**config.mk**
```make
export PLATFORM = sky130hd
export DESIGN_NAME = periodic_job_dispatcher
export DESIGN_NICKNAME = d
export VERILOG_FILES = /design/src/pjd_pkg.sv /design/src/periodic_job_dispatcher.sv /design/src/pjd_out_queue.sv
export VERILOG_INCLUDE_DIRS = /design/src /design/src/src
export SDC_FILE = /design/constraint.sdc
export NUM_CORES = 2
export LEC_CHECK = 0
export ABC_AREA = 1
export BUFFER_PORTS_ARGS = -buffer_cell sky130_fd_sc_hd__clkbuf_2
export CAP_MARGIN = 20
export CORE_MARGIN = 2
export CORE_UTILIZATION = 30
export CTS_CLUSTER_SIZE = 20
export DETAILED_ROUTE_END_ITERATION = 16
export PLACE_DENSITY_LB_ADDON = 0.08
export SETUP_SLACK_MARGIN = 0.4
export SLEW_MARGIN = 20
export SYNTH_ARGS = -nofsm -noshare
export SYNTH_HDL_FRONTEND = slang
export SYNTH_HIERARCHICAL = 1
export SYNTH_SLANG_ARGS = --single-unit
```
**constraint.sdc**
```tcl
create_clock -name clk -period 19.1 [get_ports clk]
set_clock_uncertainty 0.05 [all_clocks]
set_input_delay 1.91 -clock clk [delete_from_list [all_inputs] [get_ports clk]]
set_output_delay 1.91 -clock clk [all_outputs]
set_load 0.02 [all_outputs]
```
**src/periodic_job_dispatcher_defines.svh**
```systemverilog
// Assertion macros for the periodic job dispatcher.
// Used by the top level only; no other dependencies.
`ifndef PERIODIC_JOB_DISPATCHER_DEFINES_SVH
`define PERIODIC_JOB_DISPATCHER_DEFINES_SVH
// Implication checked at each clock edge, disabled in reset.
`define PJD_ASSERT_IMP(label, clk, rst_n, ante, cons, msg) \
	label: assert property (@(posedge clk) disable iff (!rst_n) (ante) |-> (cons)) \
		else $error(msg);
// Next-cycle implication checked at each clock edge, disabled in reset.
`define PJD_ASSERT_NXT(label, clk, rst_n, ante, cons, msg) \
	label: assert property (@(posedge clk) disable iff (!rst_n) (ante) |=> (cons)) \
		else $error(msg);
`endif

```
**src/pjd_pkg.sv**
```systemverilog
// Shared types and constants for the periodic job dispatcher.
// No dependencies.
`default_nettype none
package pjd_pkg;
	localparam int unsigned MAX_JOBS = 6;
	localparam logic [1:0] KIND_SERVICE = 2'd0;
	localparam logic [1:0] KIND_REQUEST = 2'd1;
	localparam logic [1:0] KIND_DONE    = 2'd2;
	localparam logic [1:0] KIND_CLEAR   = 2'd3;
	localparam logic [1:0] CMD_NONE  = 2'd0;
	localparam logic [1:0] CMD_DRAIN = 2'd1;
	localparam logic [1:0] CMD_START = 2'd2;
	localparam logic [1:0] ECLS_OK   = 2'd0;
	localparam logic [1:0] ECLS_LINK = 2'd1;
	localparam logic [2:0] CFG_ENABLE = 3'd6;
	localparam logic [23:0] PERIOD0_RST = 24'd100;
	localparam logic [23:0] PERIOD1_RST = 24'd1000;
	localparam logic [23:0] PERIOD2_RST = 24'd1000;
	localparam logic [23:0] PERIOD3_RST = 24'd200;
	localparam logic [23:0] PERIOD4_RST = 24'd1000;
	localparam logic [23:0] PERIOD5_RST = 24'd60000;
	localparam logic [5:0]  ENABLE_RST  = 6'd39;

	typedef enum logic [1:0] {PH_IDLE, PH_REQ, PH_PER} phase_t;

	typedef enum logic [3:0] {
		ST_IDLE, ST_SCAN, ST_RD, ST_CHK, ST_STAT_RD, ST_STAT_WR, ST_EMIT, ST_DRAIN
	} fsm_t;

	typedef struct packed {
		logic [1:0]  command;
		logic [2:0]  target_job;
		logic        pass_done;
		logic        busy_res;
		logic [31:0] consec_errors;
		logic [31:0] job_runs;
		logic [31:0] job_errors;
		logic [31:0] job_duration;
		logic        last_of_run;
	} result_t;
endpackage
`default_nettype wire

```
**src/periodic_job_dispatcher.sv**
```systemverilog
// Periodic job dispatcher, top level: sequencer over per-job due and statistics memories.
// A status item goes through ST_EMIT into the result queue; a done item first does a statistics
// read-modify-write (ST_STAT_RD, ST_STAT_WR), then its pass goes on to scan the due entries
// (ST_SCAN, ST_RD, ST_CHK for each). Items are taken one at a time, each once the last
// result of the one before has left the queue. Reset restores control state and registers,
// then clears every entry of the memories (no item taken).
`default_nettype none
`include "periodic_job_dispatcher_defines.svh"
module periodic_job_dispatcher
	import pjd_pkg::*;
#(
	parameter int NUM_JOBS = 6
)(
	input  wire logic        clk,
	input  wire logic        arst_n,
	input  wire logic        cfg_we,
	input  wire logic [2:0]  cfg_index,
	input  wire logic [23:0] cfg_data,
	input  wire logic        in_valid,
	output logic             in_ready,
	input  wire logic [1:0]  kind,
	input  wire logic [2:0]  job_id,
	input  wire logic [1:0]  error_class,
	input  wire logic [31:0] time_now,
	output logic             out_valid,
	input  wire logic        out_ready,
	output logic [1:0]       command,
	output logic [2:0]       target_job,
	output logic             pass_done,
	output logic             busy_res,
	output logic [31:0]      consec_errors,
	output logic [31:0]      job_runs,
	output logic [31:0]      job_errors,
	output logic [31:0]      job_duration,
	output logic             last_of_run
);
	localparam int AW = (NUM_JOBS > 1) ? $clog2(NUM_JOBS) : 1;

	// Configuration registers.
	logic [23:0] period_q [0:MAX_JOBS-1];
	logic [5:0]  enable_q;

	always_ff @(posedge clk or negedge arst_n) begin
		if (!arst_n) begin
			period_q[0] <= PERIOD0_RST;
			period_q[1] <= PERIOD1_RST;
			period_q[2] <= PERIOD2_RST;
			period_q[3] <= PERIOD3_RST;
			period_q[4] <= PERIOD4_RST;
			period_q[5] <= PERIOD5_RST;
			enable_q    <= ENABLE_RST;
		end else if (cfg_we) begin
			if (cfg_index == CFG_ENABLE) begin
				enable_q <= cfg_data[5:0];
			end else if (cfg_index < CFG_ENABLE) begin
				period_q[cfg_index] <= cfg_data;
			end
		end
	end

	// Memories: last due tick, and per-job {runs, errors}. Start tick and
	// duration of each job are kept in registers, so no memory keeps them.
	logic [31:0] due_mem   [0:NUM_JOBS-1];
	logic [63:0] stat_mem  [0:NUM_JOBS-1];
	logic [31:0] due_rd_s1;
	logic [63:0] stat_rd_s1;

	logic          due_we, stat_we;
	logic [AW-1:0] mem_addr;
	logic [31:0]   due_wd;
	logic [63:0]   stat_wd;

	always_ff @(posedge clk) begin
		if (due_we)  due_mem[mem_addr]  <= due_wd;
		if (stat_we) stat_mem[mem_addr] <= stat_wd;
		due_rd_s1  <= due_mem[mem_addr];
		stat_rd_s1 <= stat_mem[mem_addr];
	end

	// Sequencer state. now_q is the pass's current tick: the service tick,
	// then the tick of each done item.
	fsm_t         st_q, st_d;
	phase_t       phase_q;
	logic [5:0]   pend_q, preq_q;
	logic [2:0]   idx_q;
	logic [2:0]   run_q;
	logic [31:0]  dur_q, link_q, now_q;
	logic [1:0]   ecls_q;
	logic         clr_q;
	logic [AW:0]  clr_cnt_q;
	logic         periodic_q;
	result_t      emit_q;

	// Queue interface.
	logic         q_push, q_empty;
	result_t      q_data, q_out;

	pjd_out_queue u_queue (
		.clk(clk), .arst_n(arst_n), .push(q_push), .push_data(q_data),
		.empty(q_empty), .pop_valid(out_valid), .pop_ready(out_ready), .pop_data(q_out)
	);

	assign command       = q_out.command;
	assign target_job    = q_out.target_job;
	assign pass_done     = q_out.pass_done;
	assign busy_res      = q_out.busy_res;
	assign consec_errors = q_out.consec_errors;
	assign job_runs      = q_out.job_runs;
	assign job_errors    = q_out.job_errors;
	assign job_duration  = q_out.job_duration;
	assign last_of_run   = q_out.last_of_run;

	// Accept only when idle, not clearing the memories, and the queue has drained, so a whole run fits.
	assign in_ready = (st_q == ST_IDLE) && q_empty && !clr_q;
	logic acc;
	assign acc = in_valid && in_ready;

	// Next requested job at or above idx_q.
	logic       req_hit;
	logic [2:0] req_j;
	always_comb begin
		req_hit = 1'b0;
		req_j   = '0;
		for (int j = MAX_JOBS - 1; j >= 0; j--) begin
			if (j < NUM_JOBS && preq_q[j] && 3'(j) >= idx_q) begin
				req_hit = 1'b1;
				req_j   = 3'(j);
			end
		end
	end

	// Wrapped time since the last due tick, from the registered due memory read.
	logic [31:0] elapsed;
	logic        due_ok;
	assign elapsed = now_q - due_rd_s1;
	assign due_ok  = enable_q[idx_q] && (period_q[idx_q] != 24'd0)
		&& (elapsed >= {8'd0, period_q[idx_q]});

	// Base status result with the current link count.
	function automatic result_t mk(input logic [1:0] c, input logic [2:0] t,
			input logic b, input logic [31:0] le);
		result_t r;
		r = '0;
		r.command = c;
		r.target_job = t;
		r.busy_res = b;
		r.consec_errors = le;
		return r;
	endfunction

	// Statistics update for a done item; class three counts as an other error.
	logic [31:0] link_n;
	logic [31:0] runs_n, errs_n;
	result_t     stat_res;
	assign runs_n = stat_rd_s1[63:32] + 32'd1;
	assign errs_n = stat_rd_s1[31:0] + {31'd0, ecls_q != ECLS_OK};
	always_comb begin
		link_n = link_q;
		if (ecls_q == ECLS_OK) link_n = '0;
		else if (ecls_q == ECLS_LINK && link_q != 32'hFFFF_FFFF) link_n = link_q + 32'd1;
	end

	always_comb begin
		stat_res              = mk(CMD_NONE, 3'd0, 1'b0, link_n);
		stat_res.job_runs     = runs_n;
		stat_res.job_errors   = errs_n;
		stat_res.job_duration = dur_q;
	end

	// Next state, memory strobes and queue pushes. The held result emit_q is
	// pushed whenever a newer one replaces it, and last with last_of_run.
	always_comb begin
		st_d     = st_q;
		q_push   = 1'b0;
		q_data   = emit_q;
		due_we   = 1'b0;
		stat_we  = 1'b0;
		due_wd   = now_q;
		stat_wd  = {runs_n, errs_n};
		mem_addr = idx_q[AW-1:0];
		if (clr_q) begin
			mem_addr = clr_cnt_q[AW-1:0];
			due_we   = 1'b1;
			stat_we  = 1'b1;
			due_wd   = '0;
			stat_wd  = '0;
		end
		case (st_q)
			ST_IDLE: begin
				if (acc) begin
					if (kind == KIND_SERVICE && phase_q == PH_IDLE) st_d = ST_SCAN;
					else if (kind == KIND_DONE && phase_q != PH_IDLE) st_d = ST_STAT_RD;
					else st_d = ST_EMIT;
				end
			end
			ST_SCAN: begin
				if (phase_q == PH_REQ && req_hit) begin
					// Push the held result, start the requested job.
					q_push = 1'b1;
					st_d   = ST_EMIT;
				end else if (phase_q == PH_PER && 32'(idx_q) < 32'(NUM_JOBS)) begin
					st_d = ST_RD;
				end else if (phase_q == PH_REQ) begin
					st_d = ST_SCAN;
				end else begin
					// Pass over: the held result closes it.
					q_push = 1'b1;
					q_data.pass_done = 1'b1;
					q_data.last_of_run = 1'b1;
					st_d = ST_IDLE;
				end
			end
			ST_RD: st_d = ST_CHK;
			ST_CHK: begin
				if (due_ok) begin
					due_we = 1'b1;
					q_push = 1'b1;
					st_d   = ST_EMIT;
				end else begin
					st_d = ST_SCAN;
				end
			end
			ST_STAT_RD: begin
				mem_addr = run_q[AW-1:0];
				st_d     = ST_STAT_WR;
			end
			ST_STAT_WR: begin
				mem_addr = run_q[AW-1:0];
				stat_we  = 1'b1;
				// A periodic job 0 or 1 is followed by a drain command.
				if (periodic_q && (run_q == 3'd0 || run_q == 3'd1)) st_d = ST_DRAIN;
				else st_d = ST_SCAN;
			end
			ST_DRAIN: begin
				q_push = 1'b1;
				st_d   = ST_SCAN;
			end
			ST_EMIT: begin
				q_push = 1'b1;
				q_data.last_of_run = 1'b1;
				st_d = ST_IDLE;
			end
			default: st_d = ST_IDLE;
		endcase
	end

	always_ff @(posedge clk or negedge arst_n) begin
		if (!arst_n) st_q <= ST_IDLE;
		else         st_q <= st_d;
	end

	// Held result and pass bookkeeping.
	always_ff @(posedge clk or negedge arst_n) begin
		if (!arst_n) begin
			phase_q   <= PH_IDLE;
			pend_q    <= '0;
			preq_q    <= '0;
			idx_q     <= '0;
			run_q     <= '0;
			dur_q     <= '0;
			link_q    <= '0;
			now_q     <= '0;
			ecls_q    <= '0;
			periodic_q <= 1'b0;
			emit_q    <= '0;
			clr_q     <= 1'b1;
			clr_cnt_q <= '0;
		end else begin
			if (clr_q) begin
				clr_cnt_q <= clr_cnt_q + (AW+1)'(1);
				if (32'(clr_cnt_q) == 32'(NUM_JOBS - 1)) clr_q <= 1'b0;
			end
			if (acc) begin
				if (kind == KIND_SERVICE && phase_q == PH_IDLE) begin
					now_q   <= time_now;
					emit_q  <= mk(CMD_DRAIN, 3'd0, 1'b0, link_q);
					preq_q  <= pend_q;
					pend_q  <= '0;
					phase_q <= PH_REQ;
					idx_q   <= '0;
				end else if (kind == KIND_DONE && phase_q != PH_IDLE) begin
					ecls_q     <= error_class;
					dur_q      <= time_now - now_q;
					now_q      <= time_now;
					periodic_q <= phase_q == PH_PER;
				end else begin
					if (kind == KIND_REQUEST && 32'(job_id) < 32'(NUM_JOBS))
						pend_q[job_id] <= 1'b1;
					if (kind == KIND_CLEAR) link_q <= '0;
					emit_q <= mk(CMD_NONE, 3'd0, phase_q != PH_IDLE,
						(kind == KIND_CLEAR) ? 32'd0 : link_q);
				end
			end
			case (st_q)
				ST_STAT_WR: begin
					link_q <= link_n;
					emit_q <= stat_res;
				end
				ST_DRAIN: begin
					emit_q <= mk(CMD_DRAIN, 3'd0, 1'b0, link_q);
				end
				ST_SCAN: begin
					if (phase_q == PH_REQ && req_hit) begin
						preq_q[req_j] <= 1'b0;
						run_q  <= req_j;
						idx_q  <= req_j + 3'd1;
						emit_q <= mk(CMD_START, req_j, 1'b1, link_q);
					end else if (phase_q == PH_REQ) begin
						phase_q <= PH_PER;
						idx_q   <= '0;
					end else if (!(phase_q == PH_PER && 32'(idx_q) < 32'(NUM_JOBS))) begin
						phase_q <= PH_IDLE;
						idx_q   <= '0;
						preq_q  <= '0;
					end
				end
				ST_CHK: begin
					if (due_ok) begin
						run_q  <= idx_q;
						emit_q <= mk(CMD_START, idx_q, 1'b1, link_q);
					end
					idx_q <= idx_q + 3'd1;
				end
				default: ;
			endcase
		end
	end

	`PJD_ASSERT_IMP(a_accept_idle, clk, arst_n, acc, q_empty,
		"item accepted with results still queued")
	`PJD_ASSERT_NXT(a_busy_start, clk, arst_n, st_q == ST_CHK && due_ok,
		phase_q == PH_PER, "periodic start outside periodic phase")
	`PJD_ASSERT_IMP(a_no_acc_clear, clk, arst_n, clr_q, !in_ready,
		"item accepted during memory clear")
endmodule
`default_nettype wire

```
**src/pjd_out_queue.sv**
```systemverilog
// Four-entry result queue between the sequencer and the output channel.
// Depends on pjd_pkg.
`default_nettype none
module pjd_out_queue
	import pjd_pkg::*;
(
	input  wire logic    clk,
	input  wire logic    arst_n,
	input  wire logic    push,
	input  result_t      push_data,
	output logic         empty,
	output logic         pop_valid,
	input  wire logic    pop_ready,
	output result_t      pop_data
);
	result_t     mem_q [0:3];
	logic [1:0]  wr_q, rd_q;
	logic [2:0]  cnt_q;
	logic        pop;

	assign pop       = pop_valid && pop_ready;
	assign pop_valid = cnt_q != 3'd0;
	assign empty     = cnt_q == 3'd0;
	assign pop_data  = mem_q[rd_q];

	always_ff @(posedge clk) begin
		if (push) begin
			mem_q[wr_q] <= push_data;
		end
	end

	always_ff @(posedge clk or negedge arst_n) begin
		if (!arst_n) begin
			wr_q  <= '0;
			rd_q  <= '0;
			cnt_q <= '0;
		end else begin
			if (push) wr_q <= wr_q + 2'd1;
			if (pop)  rd_q <= rd_q + 2'd1;
			cnt_q <= cnt_q + {2'b0, push} - {2'b0, pop};
		end
	end
endmodule
`default_nettype wire
```
-- After elaboration in Yosys (flattened, before gate mapping)
Memories as Yosys holds them, arrays and structs flattened. A register that Yosys moved wholly into a read port is not among the register bits.
Index checks and enable logic that the tools add are counted.
- RAM bits: 1120
- register bits after elaboration: 421
- logic and storage cells: 243
- memories: 3
- output and inout port bits: 138
- bits of input ports: 71
- memories (memory ; words ; bits a word ; rd ports ; clocked after memory_dff ; write ports ; line ; RTL):
    u_queue.mem_q ; 4 ; 136 ; 1 ; 0 ; 1 ; pjd_out_queue.sv:16 ; result_t mem_q [0:3];
    stat_mem ; 6 ; 64 ; 1 ; 1 ; 1 ; periodic_job_dispatcher.sv:64 ; logic [63:0] stat_mem [0:NUM_JOBS-1];
    due_mem ; 6 ; 32 ; 1 ; 1 ; 1 ; periodic_job_dispatcher.sv:63 ; logic [31:0] due_mem [0:NUM_JOBS-1];
- eq/ne operators: 23
- magnitude comparators: 18
- bitwise gates (word level): 7
- reductions and logical operators: 47
- $add $sub $neg: 12
- muxes and demuxes: 101
- operators with widths (kind ; number):
    two-way mux 136 bit ; 5
    case mux 136 bit (4 select lines) ; 1
    two-way mux 32 bit ; 10
    bitwise mux 144 bit ; 1
    binary-select mux 24 bit (select 3 bit) ; 1
    demux 24 bit (select 3 bit) ; 1
    two-way mux 24 bit ; 3
    adder 32 x 1 -> 32 bit, second input constant ; 2
    two-way mux 64 bit ; 1
    subtractor 32 bit ; 2
    two-way mux 3 bit ; 19
    two-way mux 6 bit ; 9
    two-way mux 1 bit ; 33
    adder 32 x 1 -> 32 bit ; 1
    >= comparator 32 x 24 -> 1 bit ; 1
    != test 32 bit, second input constant ; 1
    case mux 4 bit (7 select lines) ; 1
    nonzero test 24 bit ; 1
    logical AND 1 bit ; 22
    equality test 4 x 3 -> 1 bit, second input constant ; 5
    two-way mux 2 bit ; 8
    AND reduction 3 bit ; 5
    less-than comparator 3 x 4 -> 1 bit, second input constant ; 3
    case mux 3 bit (2 select lines) ; 2
    39 further kinds ; 70

-- Depth between registers and ports, before layout
- depth after elaboration: 16
- gate-level depth with buffers: 30
- mapped depth without buffers: 29

-- Modules after synthesis
The synthesis kept the hierarchy.
- modules (own cells, without submodules) (module ; instances ; sequential area each (sq um) ; cells each ; area an instance (sq um)):
    periodic_job_dispatcher ; 1 ; 29598.4 ; 5262 ; 49652.6
    pjd_out_queue ; 1 ; 16510.8 ; 1776 ; 21668.3

-- Worst setup path after synthesis
No wires, ideal clock.
- path type: flip-flop to flip-flop
- start: reg now_q[0]
- end: mem u_queue/mem_q[2][0] (netlist name), enable pin
- slack: 12727 ps
- setup time: 489 ps
- clock period less this slack: 6373 ps
- path buffers: 1
- arrival time: 5834 ps
- stages on the path, launching flop included: 26
- required time: 18561 ps
- cells stage by stage: dfrtp_1 inv_1 ha_1 inv_1 fa_1 nand2_1 nand2_1 nand3_1 nand2_1 nand2_1 nand2_1 a31oi_1 xor2_1 inv_1 ha_1 nand3_1 o211ai_1 nor2_1 nand3_1 nor2_1 nand2_1 nand3_2 nand3_1 clkbuf_1 nand2_1 inv_1
- word-level cells in the longest chain between the ends: 7
- RTL lines (item ; line ; RTL):
    from (decl) ; periodic_job_dispatcher.sv:87 ; logic [31:0] dur_q, link_q, now_q;
    from (signal assigned) ; periodic_job_dispatcher.sv:275 ; now_q <= time_now;
    from (signal assigned) ; periodic_job_dispatcher.sv:284 ; now_q <= time_now;
    subtractor 32 bit ; periodic_job_dispatcher.sv:135 ; assign elapsed = now_q - due_rd_s1;
    >= comparator 32 x 24 -> 1 bit ; periodic_job_dispatcher.sv:137 ; && (elapsed >= {8'd0, period_q[idx_q]});
    logical AND 1 bit ; periodic_job_dispatcher.sv:137 ;
    two-way mux 1 bit ; periodic_job_dispatcher.sv:215 ; if (due_ok) begin
    case mux 1 bit (3 select lines) ; periodic_job_dispatcher.sv:188 ; case (st_q)
    via q_push ; periodic_job_dispatcher.sv:95 ; logic q_push, q_empty;
    two-way mux 1 bit ; pjd_out_queue.sv:27 ; if (push) begin
    two-way mux 1 bit (implied by the code) ; pjd_out_queue.sv:28 ; mem_q[wr_q] <= push_data;
    to (decl) ; pjd_out_queue.sv:16 ;
The timed path passes the listed nets, and every way through them passes these cells.

-- Final worst setup path
- start: reg idx_q[1]
- end: mem u_queue/mem_q[2][6] (netlist name), enable pin
- word-level cells in the longest chain between the ends: 13
- elaborated cells between the ends (all ways): 37
- those cells by class: order compare: 8; mux: 17; bitwise: 1; reduce/logical: 11
- RTL lines (item ; line ; RTL):
    from (decl) ; periodic_job_dispatcher.sv:85 ; logic [2:0] idx_q;
    from (signal assigned) ; periodic_job_dispatcher.sv:306 ; idx_q <= req_j + 3'd1;
    from (signal assigned) ; periodic_job_dispatcher.sv:322 ; idx_q <= idx_q + 3'd1;
    branches (longest 10 deep; another with >= comparator 32 x 24 -> 1 bit) ; - ;
    case mux 1 bit (3 select lines) (*) ; periodic_job_dispatcher.sv:188 ;
    via q_push ; periodic_job_dispatcher.sv:95 ;
    two-way mux 1 bit (*) ; pjd_out_queue.sv:27 ;
    two-way mux 1 bit (implied by the code) (*) ; pjd_out_queue.sv:28 ;
Mark *: on every way through the listed nets, which the timed path passes. The select of a mux whose other input is x is not followed.

==> run_results.csv <==
group,metric,value,unit
logic_synthesis,yosys.cell_count.top_type,"nand2_1",
global_routing,grt_overflow,0,
global_routing,grt_pass1_vias,47860,
logic_synthesis,netlist_instances,7038,
global_routing,grtUsageMet2,26.77,%
critical_path,crit_start,"idx_q[1]$_DFF_PN0_",
logic_synthesis,synth_area_leaders,"edfxtp_1 (47%), dfrtp_1 (13%), nand2_1 (9.0%), nor2_1 (4.6%), o21ai_0 (3.9%)",
cells_and_area,final_cell_area,81640,µm²
pwr,clkPwrFrac,24.2,%
pwr,power,14.53,mW
critical_path,crit-reg2reg-launch,"idx_q[1]$_DFF_PN0_",
placed_design,port_buffers,208,
logic_synthesis,synth_top_area_cell,"edfxtp_1",
critical_path,crit_path_max_fanout,50,
critical_path,cp.required,19500,ps
routing,drt-total-wl,217800,µm
routing,wl_per_cell,20.75,µm
pwr,p_sw_share,41.58,%
pwr,leakage,33.05,nW
logic_synthesis,synthXorXnorAreaFrac,1.240,%
placed_design,place_congestion,0.8521,
pwr,power.switching,6.042,mW
logic_synthesis,synth_top_area_share,47.16,%
routing,drc,0,
global_routing,grtUsageMet3,2.280,%
logic_synthesis,yosys_warnings,6,
clock_network,htree_levels,4,
global_routing,grt_max_degree,202,
cells_and_area,nets,7358,
logic_synthesis,synthAdderAreaFrac,1.874,%
clock_network,post_cts_buffers,0,
logic_synthesis,synth_edf_count,1120,
die,initial_core_util,30.24,%
routing,vias_per_cell,4.678,
placed_design,post-dp-hpwl,137700,µm
flow_run,maxCapViolations,0,
global_routing,grt_pass1_wl,325100,µm
critical_path,arrival,6960,ps
logic_synthesis,async_reset_ff_share,25.67,%
pwr,p_int,8.491,mW
die,core-area,235900,µm²
placed_design,post-place-ws,12520,ps
logic_synthesis,ys_ff_latch,1636,
die,ios,209,
sta,rsz0062_at_grt,"no",
routing,drt-pass1-iter-count,6,
global_routing,grtUsageMet1,26.64,%
logic_synthesis,syn_area,71320,µm²
critical_path,rrSetupSlack,12540,ps
cells_and_area,drive_above_1_share,9.392,%
critical_path,endpoint_kind,"flop",
sta,max_freq,152.4,MHz
sta,setup_tns,0,ps
cells_and_area,seq_area,46120,µm²
clock_network,clk_pin_slew,60,ps
logic_synthesis,synth_top_cells_by_count,"nand2_1 (1,704), edfxtp_1 (1,120), nor2_1 (879)",
sta,setup_viol,0,
routing,drt_first_iter_violations,3779,
sta,finalCriticalPeriod,6560,ps
logic_synthesis,ys_seq_area_share,64.65,%
clock_network,cts_sinks,1636,
routing,detail-route-antenna-nets,0,
min_path,hold_path_class,"flop to flop",
pwr,pwr-share-seq,37.3,%
logic_synthesis,synth_top_family_by_area,"simple AND/OR/NAND/NOR gates",
critical_path,critPathKind,"flop to flop",
critical_path,timing.rr.end,"u_queue/mem_q[2][6]$_DFFE_PP_",
critical_path,endpoint,"u_queue/mem_q[2][6]$_DFFE_PP_",
die,die_x,491.6,µm
pwr,comb_power_share,38.5,%
cells_and_area,multiInputGateArea,21320,µm²
critical_path,start_kind,"flop",
logic_synthesis,synthMuxAreaShare,0,%
global_routing,grt_antenna_before_repair,9,
cells_and_area,area_delta_synth_final,14.47,%
clock_network,cts_buffers,186,
clock_network,clk_latency,840,ps
critical_path,worst-r2r-cell-count,27,
logic_synthesis,yosys.area_share.simple,16.96,%
die,die-area,241700,µm²
logic_synthesis,syn_nets,7214,
cells_and_area,n_fill_cell,23850,
clock_network,cts-root-buf,"clkbuf_16",
routing,num_vias,49110,
sta,drv_slew,0,
global_routing,grt.total_usage,17.73,%
sta,slew_headroom,28.18,%
pwr,p_per_area,178.0,nW/µm²
logic_synthesis,synth_compound_gate_area_share,9.552,%
clock_network,postCtsHoldBufs,0,
pwr,ir_drop,0.09785,mV
sta,hold_slack,396.5,ps
run_status,status,"complete, no violations",
sta,fin_ws,12540,ps
global_routing,top_usage_layer,"met2",
logic_synthesis,syn_area_per_cell,10.13,µm²
clock_network,ctsResizeCount,0,
placed_design,placed_area,75590,µm²
logic_synthesis,ys.flop_type,"edfxtp_1",
sta,final.period_utilization,34.35,%
die,row_count,178,
sta,worstMarginPinSlew,1067,ps
clock_network,cts_tree,"built",
sta,finalHoldViolCount,0,
logic_synthesis,synth_cell_types,59,
die,die_h,491.6,µm
clock_network,clk_path_buf_depth,3,
-- cells in the final DEF (no fill, tap or decap), types with 48 or more instances in the layout --
| cell | Yosys | layout |
|---|---|---|
| nand4_1 | 48 | 48 |
| buf_4 | 6 | 67 |
| xor2_1 | 77 | 77 |
| nor2_1 | 879 | 864 |
| o2111ai_1 | 79 | 79 |
| a31oi_1 | 55 | 54 |
| inv_1 | 670 | 665 |
| a22oi_1 | 76 | 76 |
| edfxtp_1 | 1120 | 1120 |
| or2_2 | 52 | 52 |
| clkbuf_1 | 213 | 58 |
| clkbuf_2 | 1 | 207 |
| a21oi_1 | 168 | 168 |
| o21ai_1 | 122 | 122 |
| nand2_1 | 1704 | 1702 |
| dfrtp_1 | 384 | 382 |
| nand3_1 | 178 | 177 |
| nor3_1 | 57 | 57 |
| clkbuf_16 | 0 | 189 |
| o21ai_0 | 562 | 562 |
| ha_1 | 102 | 102 |
| dfxtp_1 | 96 | 96 |
-- cell families after synthesis --
group / Yosys count
AOI/OAI and AO/OA: 1187
xor gates and xnor gates: 101
adders and majority gates: 105
buffers and inverters: 1005
DFF: 1636
and+or+nand+nor: 3004
-- sequential cells by signal, summed over array words and instances (netlist names), 32 cells and up --
signal / count
due_rd_s1: 32
emit_q: 136
stat_rd_s1: 64
dur_q: 32
link_q: 32
u_queue/mem_q: 544
period_q: 144
due_mem: 192
stat_mem: 384
now_q: 32
-- critical path, cell delays in order (launching register included) --
cell and delay [ps]:
dfrtp_1 500, inv_2 150, nor2_4 680, o21a_1 210
o21ai_1 60, nand3_1 160, inv_1 60, ha_1 280
nand2_1 50, nand3b_1 80, nand2_1 50, nand2_1 70
nand2_1 50, nand2_1 70, nand2_1 50, nand2_1 90
nand2_1 60, nand2_1 70, nand2_1 70, nand2_1 70
nor2_1 40, nand2_1 250, nand3_2 330, nand3_1 400
nand2_1 190, inv_6 410, buf_4 630, buf_4 730
-- routing by layer --
layer | up-vias | routed length (µm)
met5 | - | 0
met4 | 0 | 5063
met3 | 259 | 8198
met2 | 986 | 94740
met1 | 23880 | 109800
li1 | 23980 | -
-- power by group through the flow --
stage	registers (mW)	clock network, mW	logic, mW
final	5.42	3.52	5.59
after global routing	5.51	3.77	6.30
after CTS	5.43	3.63	5.71
after detailed placement	5.49	0	5.69
after global placement	5.48	0	5.70
after floorplan	5.21	0	3.77
-- worst min path at each step --
| stage | depth (start not counted) | startpoint | to |
|---|---|---|---|
| 2_1_floorplan | 2 | due_mem[3][10]$_DFFE_PP_ | due_rd_s1[10]$_DFF_P_ |
| 3_3_place_gp | 2 | stat_mem[1][53]$_DFFE_PP_ | stat_rd_s1[53]$_DFF_P_ |
| 3_5_place_dp | 2 | stat_mem[0][53]$_DFFE_PP_ | stat_rd_s1[53]$_DFF_P_ |
| 4_1_cts | 2 | stat_mem[1][21]$_DFFE_PP_ | stat_rd_s1[21]$_DFF_P_ |
| 5_1_grt | 2 | stat_mem[1][21]$_DFFE_PP_ | stat_rd_s1[21]$_DFF_P_ |
| 6_report | 2 | stat_mem[1][21]$_DFFE_PP_ | stat_rd_s1[21]$_DFF_P_ |
-- cell type report --
type | count | share of cell area, %
inverter | 683 | 3.186
clock buffer | 271 | 6.464
tap | 3150 | 4.827
multi-input combinational | 4397 | 26.11
sequential | 1636 | 56.49
antenna | 11 | 0.03371
clock inverter | 71 | 0.9149
timing repair buffer | 278 | 1.977
-- metrics by stage --
| step | util [%] | std cells |
|---|---|---|
| 6_report | 34.62 | 10500 |
| 5_1_grt | 34.61 | 10490 |
| 4_1_cts | 34.60 | 10490 |
| 3_5_place_dp | 32.05 | 10140 |
| 3_3_place_gp | 32.05 | 10140 |
| 2_1_floorplan | - | 7038 |
No activity file was read; power rests on OpenSTA's default activity.
